[src/sv/ilm_pkg.sv]
// Shared types and codes of the index linked multi-list manager.
package ilm_pkg;

   // Action codes carried in the request word.
   localparam logic [1:0] ACT_APPEND = 2'd0;
   localparam logic [1:0] ACT_REMOVE = 2'd1;
   localparam logic [1:0] ACT_POP    = 2'd2;

   // Source of the link table read address.
   typedef enum logic [1:0] {
      RD_HEAD,
      RD_NEXT,
      RD_ENT
   } rd_sel_type;

   // Link table write address.
   typedef enum logic [1:0] {
      WA_CUR,
      WA_ENT,
      WA_SWEEP
   } lk_wa_type;

   // Link table write data.
   typedef enum logic [1:0] {
      WD_ZERO,
      WD_ENT,
      WD_LINK,
      WD_INIT
   } lk_wd_type;

   // Head table write data; HD_INIT also selects the sweep address.
   typedef enum logic [1:0] {
      HD_ENT,
      HD_LINK,
      HD_INIT
   } hd_wd_type;

   typedef struct packed {
      logic       cap;
      logic       sweep;
      logic       rd_en;
      rd_sel_type rd_sel;
      logic       cur_ld;
      logic       cnt_clr;
      logic       cnt_inc;
      logic       lk_we;
      lk_wa_type  lk_wa;
      lk_wd_type  lk_wd;
      logic       hd_we;
      hd_wd_type  hd_wd;
      logic       mark_ok;
      logic       emit;
   } cmd_type;

   typedef struct packed {
      logic [1:0] act;
      logic       lst_ok;
      logic       ent_ok;
      logic       head_v;
      logic       head_is_ent;
      logic       link_v;
      logic       link_is_ent;
      logic       walk_last;
      logic       sweep_last;
      logic       out_free;
   } status_type;

endpackage

[src/sv/ilm_datapath.sv]
// Datapath of the list manager: head and link tables, walk registers, result register.
module ilm_datapath
   import ilm_pkg::*;
#(
   parameter int ENTRIES = 64,
   parameter int LISTS   = 8
) (
   input  logic        clock,
   input  logic        reset,
   input  logic [15:0] req_tdata,
   input  cmd_type     cmd,
   output status_type  status,
   output logic        rsp_tvalid,
   input  logic        rsp_tready,
   output logic [7:0]  rsp_tdata
);

   localparam int EW    = $clog2(ENTRIES);
   localparam int LW    = (LISTS > 1) ? $clog2(LISTS) : 1;
   localparam int SWEEP = (ENTRIES > LISTS) ? ENTRIES : LISTS;
   localparam int SWW   = $clog2(SWEEP);

   typedef struct packed {
      logic          v;
      logic [EW-1:0] at;
   } ptr_type;

   ptr_type link_mem [ENTRIES];
   ptr_type head_mem [LISTS];

   logic [1:0]     act_ff;
   logic [2:0]     lst_ff;
   logic [5:0]     ent_ff;
   ptr_type        head_q_ff;
   ptr_type        link_q_ff;
   logic [EW-1:0]  cur_ff;
   logic [EW-1:0]  cnt_ff;
   logic [SWW-1:0] sw_ff;
   logic           res_ok_ff;
   logic           rsp_valid_ff;
   logic           rsp_ok_ff;
   logic [5:0]     rsp_ent_ff;

   logic [EW-1:0]  ent_idx;
   logic [EW-1:0]  rd_addr;
   logic [EW-1:0]  lk_addr;
   ptr_type        lk_data;
   logic           lk_we_eff;
   logic [LW-1:0]  hd_addr;
   ptr_type        hd_data;
   logic           hd_we_eff;
   logic [SWW:0]   sw_next;
   logic           sw_in_links;
   logic           sw_in_heads;
   ptr_type        init_link;
   logic [5:0]     eout;

   assign ent_idx     = EW'(ent_ff);
   assign sw_next     = {1'b0, sw_ff} + (SWW + 1)'(1);
   assign sw_in_links = {1'b0, sw_ff} < (SWW + 1)'(ENTRIES);
   assign sw_in_heads = {1'b0, sw_ff} < (SWW + 1)'(LISTS);
   assign init_link.v  = sw_next < (SWW + 1)'(ENTRIES);
   assign init_link.at = init_link.v ? sw_next[EW-1:0] : '0;

   always_comb begin
      case (cmd.rd_sel)
         RD_HEAD: rd_addr = head_q_ff.at;
         RD_NEXT: rd_addr = link_q_ff.at;
         RD_ENT:  rd_addr = ent_idx;
         default: rd_addr = ent_idx;
      endcase
   end

   always_comb begin
      case (cmd.lk_wa)
         WA_CUR:   lk_addr = cur_ff;
         WA_ENT:   lk_addr = ent_idx;
         WA_SWEEP: lk_addr = sw_ff[EW-1:0];
         default:  lk_addr = cur_ff;
      endcase
      case (cmd.lk_wd)
         WD_ZERO: lk_data = '0;
         WD_ENT:  lk_data = {1'b1, ent_idx};
         WD_LINK: lk_data = link_q_ff;
         WD_INIT: lk_data = init_link;
         default: lk_data = '0;
      endcase
      lk_we_eff = cmd.lk_we && ((cmd.lk_wa != WA_SWEEP) || sw_in_links);
   end

   always_comb begin
      case (cmd.hd_wd)
         HD_ENT: begin
            hd_addr = LW'(lst_ff);
            hd_data = {1'b1, ent_idx};
         end
         HD_LINK: begin
            hd_addr = LW'(lst_ff);
            hd_data = link_q_ff;
         end
         HD_INIT: begin
            hd_addr = sw_ff[LW-1:0];
            hd_data = {(sw_ff == '0), {EW{1'b0}}};
         end
         default: begin
            hd_addr = LW'(lst_ff);
            hd_data = '0;
         end
      endcase
      hd_we_eff = cmd.hd_we && ((cmd.hd_wd != HD_INIT) || sw_in_heads);
   end

   // Link table: one write port, one registered read port.
   always_ff @(posedge clock) begin
      if (lk_we_eff) begin
         link_mem[lk_addr] <= lk_data;
      end
      if (cmd.rd_en) begin
         link_q_ff <= link_mem[rd_addr];
      end
   end

   // Head table: read at the request's list when the word is taken.
   always_ff @(posedge clock) begin
      if (hd_we_eff) begin
         head_mem[hd_addr] <= hd_data;
      end
      if (cmd.cap) begin
         head_q_ff <= head_mem[LW'(req_tdata[4:2])];
      end
   end

   always_ff @(posedge clock) begin
      if (cmd.cap) begin
         act_ff <= req_tdata[1:0];
         lst_ff <= req_tdata[4:2];
         ent_ff <= req_tdata[10:5];
      end
      if (cmd.cur_ld) begin
         cur_ff <= rd_addr;
      end
      if (cmd.cnt_clr) begin
         cnt_ff <= '0;
      end else if (cmd.cnt_inc) begin
         cnt_ff <= cnt_ff + EW'(1);
      end
      if (cmd.cap) begin
         res_ok_ff <= 1'b0;
      end else if (cmd.mark_ok) begin
         res_ok_ff <= 1'b1;
      end
   end

   always_ff @(posedge clock) begin
      if (reset) begin
         sw_ff <= '0;
      end else if (cmd.sweep) begin
         sw_ff <= sw_ff + SWW'(1);
      end
   end

   assign eout = (act_ff == ACT_POP) ? (res_ok_ff ? 6'(cur_ff) : 6'd0) : ent_ff;

   always_ff @(posedge clock) begin
      if (reset) begin
         rsp_valid_ff <= 1'b0;
      end else if (cmd.emit) begin
         rsp_valid_ff <= 1'b1;
      end else if (rsp_tready) begin
         rsp_valid_ff <= 1'b0;
      end
      if (cmd.emit) begin
         rsp_ok_ff  <= res_ok_ff;
         rsp_ent_ff <= eout;
      end
   end

   assign rsp_tvalid = rsp_valid_ff;
   assign rsp_tdata  = {1'b0, rsp_ent_ff, rsp_ok_ff};

   assign status.act         = act_ff;
   assign status.lst_ok      = 32'(lst_ff) < LISTS;
   assign status.ent_ok      = 32'(ent_ff) < ENTRIES;
   assign status.head_v      = head_q_ff.v;
   assign status.head_is_ent = 32'(head_q_ff.at) == 32'(ent_ff);
   assign status.link_v      = link_q_ff.v;
   assign status.link_is_ent = 32'(link_q_ff.at) == 32'(ent_ff);
   assign status.walk_last   = cnt_ff == EW'(ENTRIES - 1);
   assign status.sweep_last  = sw_ff == SWW'(SWEEP - 1);
   assign status.out_free    = !rsp_valid_ff || rsp_tready;

endmodule

[src/sv/ilm_controller.sv]
// Sequencer of the list manager: init sweep, request decode and list walk.
module ilm_controller
   import ilm_pkg::*;
(
   input  logic       clock,
   input  logic       reset,
   input  logic       req_tvalid,
   output logic       req_tready,
   input  status_type status,
   output cmd_type    cmd
);

   typedef enum logic [2:0] {
      S_INIT,
      S_IDLE,
      S_DECIDE,
      S_WALK,
      S_HREM,
      S_RCOPY,
      S_WENT,
      S_FIN
   } state_type;

   state_type state_ff;
   state_type state_in;

   always_comb begin
      cmd      = '0;
      state_in = state_ff;
      case (state_ff)
         S_INIT: begin
            cmd.sweep = 1'b1;
            cmd.lk_we = 1'b1;
            cmd.lk_wa = WA_SWEEP;
            cmd.lk_wd = WD_INIT;
            cmd.hd_we = 1'b1;
            cmd.hd_wd = HD_INIT;
            if (status.sweep_last) begin
               state_in = S_IDLE;
            end
         end
         S_IDLE: begin
            if (req_tvalid) begin
               cmd.cap  = 1'b1;
               state_in = S_DECIDE;
            end
         end
         S_DECIDE: begin
            state_in = S_FIN;
            if (status.lst_ok) begin
               case (status.act)
                  ACT_APPEND: begin
                     if (status.ent_ok && !status.head_v) begin
                        cmd.hd_we   = 1'b1;
                        cmd.hd_wd   = HD_ENT;
                        cmd.lk_we   = 1'b1;
                        cmd.lk_wa   = WA_ENT;
                        cmd.lk_wd   = WD_ZERO;
                        cmd.mark_ok = 1'b1;
                     end else if (status.ent_ok) begin
                        cmd.rd_en   = 1'b1;
                        cmd.rd_sel  = RD_HEAD;
                        cmd.cur_ld  = 1'b1;
                        cmd.cnt_clr = 1'b1;
                        state_in    = S_WALK;
                     end
                  end
                  ACT_REMOVE: begin
                     if (status.ent_ok && status.head_v && status.head_is_ent) begin
                        cmd.rd_en  = 1'b1;
                        cmd.rd_sel = RD_ENT;
                        cmd.cur_ld = 1'b1;
                        state_in   = S_HREM;
                     end else if (status.ent_ok && status.head_v) begin
                        cmd.rd_en   = 1'b1;
                        cmd.rd_sel  = RD_HEAD;
                        cmd.cur_ld  = 1'b1;
                        cmd.cnt_clr = 1'b1;
                        state_in    = S_WALK;
                     end
                  end
                  ACT_POP: begin
                     if (status.head_v) begin
                        cmd.rd_en  = 1'b1;
                        cmd.rd_sel = RD_HEAD;
                        cmd.cur_ld = 1'b1;
                        state_in   = S_HREM;
                     end
                  end
                  default: state_in = S_FIN;
               endcase
            end
         end
         S_WALK: begin
            if (status.act == ACT_APPEND && !status.link_v) begin
               cmd.lk_we = 1'b1;
               cmd.lk_wa = WA_CUR;
               cmd.lk_wd = WD_ENT;
               state_in  = S_WENT;
            end else if (status.act != ACT_APPEND && !status.link_v) begin
               state_in = S_FIN;
            end else if (status.act != ACT_APPEND && status.link_is_ent) begin
               cmd.rd_en  = 1'b1;
               cmd.rd_sel = RD_ENT;
               state_in   = S_RCOPY;
            end else if (status.walk_last) begin
               state_in = S_FIN;
            end else begin
               cmd.rd_en   = 1'b1;
               cmd.rd_sel  = RD_NEXT;
               cmd.cur_ld  = 1'b1;
               cmd.cnt_inc = 1'b1;
            end
         end
         S_HREM: begin
            cmd.hd_we   = 1'b1;
            cmd.hd_wd   = HD_LINK;
            cmd.lk_we   = 1'b1;
            cmd.lk_wa   = WA_CUR;
            cmd.lk_wd   = WD_ZERO;
            cmd.mark_ok = 1'b1;
            state_in    = S_FIN;
         end
         S_RCOPY: begin
            cmd.lk_we = 1'b1;
            cmd.lk_wa = WA_CUR;
            cmd.lk_wd = WD_LINK;
            state_in  = S_WENT;
         end
         S_WENT: begin
            cmd.lk_we   = 1'b1;
            cmd.lk_wa   = WA_ENT;
            cmd.lk_wd   = WD_ZERO;
            cmd.mark_ok = 1'b1;
            state_in    = S_FIN;
         end
         S_FIN: begin
            if (status.out_free) begin
               cmd.emit = 1'b1;
               state_in = S_IDLE;
            end
         end
         default: state_in = S_INIT;
      endcase
   end

   always_ff @(posedge clock) begin
      if (reset) begin
         state_ff <= S_INIT;
      end else begin
         state_ff <= state_in;
      end
   end

   assign req_tready = (state_ff == S_IDLE);

endmodule

[src/sv/index_linked_multi_list_manager_top.sv]
// Top level of the index linked multi-list manager: controller plus datapath.
// Sequence: a pop or a head remove passes the decide, head remove and finish states, an
// append to an empty list only decide and finish; a walk reads one link entry per cycle,
// so the worst case is a walk over the whole link table.
// Flow: one request at a time; the next word is taken the cycle after the previous
// result word is loaded into the output register.
// Reset: a max(ENTRIES, LISTS) address sweep loads the tables; no word is taken before.
module index_linked_multi_list_manager_top
   import ilm_pkg::*;
#(
   parameter int ENTRIES = 64,
   parameter int LISTS   = 8
) (
   input  logic        clock,
   input  logic        reset,
   input  logic        req_tvalid,
   output logic        req_tready,
   // Fields from bit 0: action[1:0], list_id[4:2], entry_index[10:5], zero pad [15:11].
   input  logic [15:0] req_tdata,
   output logic        rsp_tvalid,
   input  logic        rsp_tready,
   // Fields from bit 0: ok[0], entry_out[6:1], zero pad [7].
   output logic [7:0]  rsp_tdata
);

   // Commands flow from the sequencer to the datapath, status flows back.
   cmd_type    cmd;
   status_type status;

   // The controller owns the request handshake and steps through each action,
   // issuing at most one link table read or write per cycle.
   ilm_controller u_controller (
      .clock      (clock),
      .reset      (reset),
      .req_tvalid (req_tvalid),
      .req_tready (req_tready),
      .status     (status),
      .cmd        (cmd)
   );

   // The datapath holds both tables and the result register, so a finished word
   // can wait on the output while the next request word is taken.
   ilm_datapath #(
      .ENTRIES (ENTRIES),
      .LISTS   (LISTS)
   ) u_datapath (
      .clock      (clock),
      .reset      (reset),
      .req_tdata  (req_tdata),
      .cmd        (cmd),
      .status     (status),
      .rsp_tvalid (rsp_tvalid),
      .rsp_tready (rsp_tready),
      .rsp_tdata  (rsp_tdata)
   );

   // The link table is driven as one port: a read and a write never share a cycle.
   assert property (@(posedge clock) disable iff (reset) !(cmd.lk_we && cmd.rd_en))
      else $error("link table read and write in the same cycle");

   // A result is only loaded when the output register is free or draining.
   assert property (@(posedge clock) disable iff (reset) cmd.emit |-> status.out_free)
      else $error("result loaded over an unread result word");

   // Only one request is in work at a time.
   assert property (@(posedge clock) disable iff (reset)
      (req_tvalid && req_tready) |=> !req_tready)
      else $error("request taken while another is in work");

endmodule

[config.mk]
export PLATFORM = sky130hd
export DESIGN_NAME = index_linked_multi_list_manager_top
export DESIGN_NICKNAME = d
export VERILOG_FILES = /design/src/sv/ilm_pkg.sv /design/src/sv/ilm_datapath.sv /design/src/sv/ilm_controller.sv /design/src/sv/index_linked_multi_list_manager_top.sv
export SDC_FILE = /design/constraint.sdc
export NUM_CORES = 1
export LEC_CHECK = 0
export BUFFER_PORTS_ARGS = -buffer_cell sky130_fd_sc_hd__buf_2
export CAP_MARGIN = 40
export CORE_MARGIN = 2
export CORE_UTILIZATION = 35
export DETAILED_ROUTE_END_ITERATION = 8
export MAX_ROUTING_LAYER = met4
export SKIP_CTS_REPAIR_TIMING = 1
export SLEW_MARGIN = 15
export SYNTH_ARGS = -nofsm -noshare
export SYNTH_HDL_FRONTEND = slang
export SYNTH_SLANG_ARGS = --single-unit
[constraint.sdc]
create_clock -name clock -period 4.1 [get_ports clock]
set_input_delay 0.41 -clock clock [delete_from_list [all_inputs] [get_ports clock]]
set_output_delay 0.41 -clock clock [all_outputs]
set_load 0.05 [all_outputs]
Yosys cells after proc, flatten, opt, wreduce, memory -nomap -nowiden
Memory sizes are Yosys's and may differ from the RTL's. A register that Yosys moved wholly into a read port is not among the register bits.
Index checks and enable logic that the tools add are counted.
- RAM bits: 504
- logic and storage cells: 118
- bits in read-only memories: 0
- register bits after elaboration: 41
- output and inout port bits: 10
- bits in latches: 0
- input port bits: 20
- memories kept: 2
- reduce and logical (&&, ||, !) cells: 19
- shifts and indexed selects: 0
- order comparisons: 2
- add/subtract/negate cells: 3
- equality and inequality tests: 26
- mux-type cells: 55
- $mul: 0
- bitwise gates (word level): 0
- div/mod/pow operators: 0
- memories (name ; depth ; width ; read ports ; clocked after Yosys merged registers in ; write ports ; line ; text):
    u_datapath.link_mem ; 64 ; 7 ; 1 ; 1 ; 1 ; ilm_datapath.sv:28 ; ptr_type link_mem [ENTRIES];
    u_datapath.head_mem ; 8 ; 7 ; 1 ; 1 ; 1 ; ilm_datapath.sv:29 ; ptr_type head_mem [LISTS];
- operators with widths (operator ; number):
    $mux 3 ; 11
    $pmux 5 s6 ; 1
    $pmux 7 s4 ; 1
    $pmux 6 s2 ; 2
    $pmux 3 s7 ; 1
    $pmux 7 s3 ; 1
    $mux 4 ; 5
    $mux 1 ; 19
    $mux 6 ; 3
    $mux 9 ; 2
    $pmux 3 s3 ; 2
    $add 6x1->6 const B ; 2
    $eq 3x3->1 const B ; 4
    $eq 6x6->1 ; 2
    $eq 6x6->1 const B ; 2
    $pmux 4 s3 ; 1
    $eq 2x1->1 const B ; 5
    $eq 2x2->1 const B ; 5
    $mux 5 ; 2
    $logic_not 2->1 ; 4
    $ne 2x2->1 const B ; 4
    $pmux 4 s2 ; 1
    $add 6x1->7 const B ; 1
    $lt 7x7->1 const B ; 1
    14 further kinds ; 23

Logic depth before layout (Yosys ltp)
- depth after elaboration: 8
- depth in mapped cells: 15

Modules after synthesis
From an unflattened synthesis, not the netlist that was laid out.
- cells, all modules: 1729
- area, all modules: 23055.9 µm²
- by module, submodules not included (module ; instances ; area each (µm²) ; cells an instance):
    ilm_datapath ; 1 ; 22587.9 ; 1660
    ilm_controller ; 1 ; 467.9 ; 69

Least setup slack after synthesis
Ideal clock, no wire load.
- path type: reg2reg
- start point: register u_controller.state_ff[1]
- end point: memory u_datapath.link_mem[0][5] (netlist name), data pin
- path buffers: 2
- arrival time: 3749 ps
- data required time: 3398 ps
- setup time: 702 ps
- stages on the path, launching flop included: 7
- slack: -351 ps
- cells stage by stage: dfxtp_1 -> buf_4 -> or3_1 -> clkbuf_1 -> inv_1 -> nand2_1 -> o21ai_0
- RTL lines (element ; line ; text):
    start: declaration ; ilm_controller.sv:24 ; state_type state_ff;
    start signal: assignment ; ilm_controller.sv:151 ; state_ff <= state_in;
    end: declaration ; ilm_datapath.sv:28 ;

Worst setup path after layout
- start point: register u_datapath.ent_ff[5]
- end point: register u_datapath.link_q_ff[5] (netlist name)
- longest elaborated chain between the ends: 8
- elaborated cells on any way between the ends: 13
- classes of those cells: eq/ne (3); mux (7); reduce/logical (3)
- ends and longest elaborated chain (element ; line ; text):
    start: declaration ; ilm_datapath.sv:33 ; logic [5:0] ent_ff;
    start signal: assignment ; ilm_datapath.sv:137 ; ent_ff <= req_tdata[10:5];
    $eq 6x6->1 ; ilm_datapath.sv:187 ; assign status.link_is_ent = 32'(link_q_ff.at) == 32'(ent_ff);
    $logic_and 1x1->1 ; ilm_controller.sv:102 ; end else if (status.act != ACT_APPEND && status.link_is_ent) begin
    $mux 3 ; ilm_controller.sv:102 ;
    $mux 4 ; ilm_controller.sv:100 ; end else if (status.act != ACT_APPEND && !status.link_v) begin
    $mux 4 ; ilm_controller.sv:95 ; if (status.act == ACT_APPEND && !status.link_v) begin
    $pmux 4 s2 ; ilm_controller.sv:30 ; case (state_ff)
    $eq 2x1->1 or $logic_not 2->1 (tied branches) ; ilm_datapath.sv:66 ; case (cmd.rd_sel)
    $pmux 6 s2 ; ilm_datapath.sv:66 ;
Parallel ways exist; a longest one is shown, timed or not.
A chain may end at the register's enable or synchronous reset.

==> impl_metrics.py <==
metrics = {
    "grt": {
        "grt_overflow": 0,
        "antenna_found_initial": 0,
        "grt_util_all_layers": 0.1732,
        "grt_max_degree": 70,
        "grt_pass1_vias": 14000,
        "grt_pass1_wl_um": 86110,
    },
    "timing": {
        "final.min_clock_period_ps": 3864,
        "hold_violations": 0,
        "maxSlewHeadroom": 0.4370,
        "setup_slack_ps": 236.1,
        "worstMarginPinSlew_ps": 841.4,
        "fin_crit_sh": 0.9424,
        "fmax_mhz": 258.8,
        "final_max_slew_viol_count": 0,
        "skew_ps": 28.45,
        "hold_slack_ps": 112.7,
        "final-setup-viol-count": 0,
    },
    "die": {
        "die_area_sq_um": 68050,
        "ioPinCount": 30,
        "die_h_um": 260.9,
        "fp-row-count": 94,
        "start_util": 0.3525,
        "coreArea_sq_um": 65510,
        "die_x_um": 260.9,
    },
    "critical_path": {
        "critical_path_class": "reg2reg",
        "critPathLaunchType": "flop",
        "cp_data_arrival_time_ps": 4230,
        "cp_top_family": "compound AO/OA/AOI/OAI gates",
        "slowest_stage": "a311oi_1",
        "worstPathMaxFanout": 31,
        "crit_chain": "xnor2_1 > o2111ai_1 > or3_1 > and2_1 > o221ai_4 > clkbuf_16 > mux2i_1 > o22ai_1 > a311oi_1 > nor4_2 > a21o_1",
        "critPathCaptureType": "flop",
        "critPathRequiredTime_ps": 4470,
        "worst-path-buf-inv": 1,
        "cpPeakStageDelay_ps": 540,
    },
    "yosys": {
        "synth_area_sq_um": 23090,
        "synth_fp_nets": 1730,
        "ys_seq_elements": 559,
        "synth_edf_count": 542,
        "avgSynthCellArea_sq_um": 13.54,
        "yosysSeqAreaShare": 0.7196,
        "synthCells": 1705,
        "ys_warn_count": 0,
        "yosysUniqueCellTypes": 64,
        "synth_async_sr_flop_share": 0,
        "synthFlopType": "edfxtp_1",
    },
    "clock_network": {
        "clockBufferDepth": 3,
        "worstSkewPairLatency_ps": 630,
        "htreeDepth": 2,
        "cts_buffers": 56,
        "clk_pin_slew_ps": 70,
        "cts_tree": "built",
        "numClockSinks": 559,
        "cts-root-buf": "clkbuf_16",
    },
    "flow_run": {
        "drv_cap": 0,
    },
    "final_layout": {
        "nets": 1857,
        "nFillCells": 5974,
        "diodes": 0,
        "drive_gt1_frac": 0.1521,
        "fin_util": 0.4108,
        "areaGrowthSynthToFinish_pct": 16.54,
    },
    "routing": {
        "drtPass1Iterations": 5,
        "drtIter0Drc": 1312,
        "via_count": 14380,
        "wirelength_um": 57400,
        "wl_per_cell_um": 20.97,
        "ant_nets": 0,
        "drc_errors": 0,
        "viasPerCell": 5.252,
    },
    "pwr": {
        "switching_share": 0.2072,
        "p_comb_frac": 0.026,
        "p_clk_frac": 0.426,
        "ir_drop_uv": 317.1,
        "power_density_nw_per_um2": 430.2,
        "switching_power_w": 0.002398,
        "internal_power_w": 0.009177,
        "p_total_w": 0.01158,
        "power_frac_seq": 0.548,
        "leakagePower_nw": 9.062,
    },
    "placement": {
        "portBuffers": 23,
        "dp_hpwl_um": 36290,
        "gp_routability_congestion": 0.8946,
        "post-place-ws_ps": 96.66,
    },
    "outcome": {
        "status": "complete, no violations",
    },
    "hold_path": {
        "min_path_type": "in2reg",
    },
}
-- layout make-up --
cell class / count / area [sq um] / area share
sequential: 559 / 16620 / 0.6175
multi-input combinational: 1036 / 6066 / 0.2254
clock buffer: 67 / 1443 / 0.05361
timing repair buffer: 161 / 1328 / 0.04933
tap: 864 / 1081 / 0.04017
clock inverter: 33 / 306.5 / 0.01139
inverter: 18 / 70.07 / 0.002604
-- worst register-to-register path: stages (launching register included) --
cell and delay (ps):
edfxtp_1 490, xnor2_1 210, o2111ai_1 230, or3_1 470
and2_1 220, o221ai_4 360, clkbuf_16 330, mux2i_1 250
o22ai_1 140, a311oi_1 540, nor4_2 150, a21o_1 220
-- sequential cells by signal (all words and copies together) (netlist names) --
register / count
u_datapath.act_ff: 2
u_datapath.link_mem: 448
u_datapath.status: 2
u_datapath.head_mem: 56
u_datapath.ent_ff: 6
u_datapath.lst_ff: 3
u_datapath.rsp_tvalid: 1
u_datapath.head_q_ff: 6
u_datapath.cur_ff: 6
u_datapath.sw_ff: 6
u_datapath.link_q_ff: 6
u_controller.state_ff: 3
u_datapath.rsp_ok_ff: 1
u_datapath.rsp_ent_ff: 6
u_datapath.cnt_ff: 6
u_datapath.res_ok_ff: 1
-- layer usage --
metal  part of all wire  track usage  vias to the layer above
li1                   -            -                     6647
met1               0.44       0.2315                     7136
met2               0.47       0.2717                      485
met3              0.060      0.02613                      111
met4              0.028      0.05603                        0
met5                  0            -                        -
-- through the flow --
stage	cell area [sq um]	cells	TNS, ps
detailed placement	24990	2622	0
global route	26910	2738	-5.139
finish	26910	2738	0
CTS	26730	2722	0
global placement	24970	2621	0
floorplan	23090	1705	-72230
-- worst paths after layout --
check                       start                 endpoint  slack (ps)  cells past startpoint
max          u_datapath.ent_ff[5]  u_datapath.link_q_ff[5]         240                     11
min                         reset      u_datapath.sw_ff[2]         110                      2
max reg2reg  u_datapath.ent_ff[5]  u_datapath.link_q_ff[5]         240                     11
min reg2reg  u_datapath.cnt_ff[5]     u_datapath.cnt_ff[5]         510                      2
-- synthesized netlist by cell type (all sizes together), types with 18 or more instances --
master | n | area (sq um)
a21oi | 32 | 160.2
a31oi | 32 | 200.2
buf | 51 | 277.8
clkbuf | 41 | 153.9
edfxtp | 542 | 16280
inv | 18 | 67.57
mux2i | 74 | 740.7
nand2 | 352 | 1321
nand3 | 112 | 570.6
nand4 | 25 | 156.4
nor2 | 139 | 526.8
nor3 | 20 | 100.1
o21ai | 37 | 188.9
o22ai | 27 | 168.9
xnor2 | 18 | 157.7
-- cells in the final DEF (no fill, tap or decap), drive strengths merged, types with 5 or more instances in the layout --
| cell type | count |
|---|---|
| a21oi | 32 |
| nor4 | 15 |
| a32oi | 8 |
| ha | 5 |
| a31oi | 32 |
| a211oi | 8 |
| xor2 | 6 |
| a22oi | 10 |
| inv | 21 |
| xnor2 | 18 |
| o221ai | 12 |
| o22ai | 27 |
| clkbuf | 68 |
| nand2b | 10 |
| or3 | 6 |
| dfxtp | 17 |
| mux2 | 13 |
| dlygate4sd3 | 8 |
| nand4 | 25 |
| a31o | 7 |
| a41oi | 6 |
| mux2i | 74 |
| buf | 152 |
| nand3 | 112 |
| nor3 | 20 |
| nor2 | 139 |
| o21ai | 37 |
| mux4 | 14 |
| a311oi | 8 |
| edfxtp | 542 |
| o21a | 7 |
| o22a | 6 |
| nand2 | 352 |
| clkinv | 23 |
-- power groups by stage --
| stage | Clock (W) | Combinational (W) | Sequential, W |
|---|---|---|---|
| floorplan | 0 | 0.000144 | 0.00646 |
| global placement | 0 | 0.000288 | 0.00646 |
| detailed placement | 0 | 0.000298 | 0.00646 |
| CTS | 0.00504 | 0.000299 | 0.00634 |
| global route | 0.00525 | 0.000323 | 0.00634 |
| finish | 0.00493 | 0.000302 | 0.00634 |
-- cells by family (layout without fill, tap and decap cells) --
logic type	Yosys count	in the layout	synth area share
buffers and inverters	110	279	0.02162
AND/OR/NAND/NOR	693	693	0.1303
flip-flops	559	559	0.7196
AO/OA/AOI/OAI	212	212	0.06443
multiplexers	101	101	0.05207
XOR/XNOR	24	24	0.009103
adder cells (fa/ha/maj)	5	5	0.002709
other	1	1	0.0001624
Note: power is estimated with default switching activity, not from simulation.
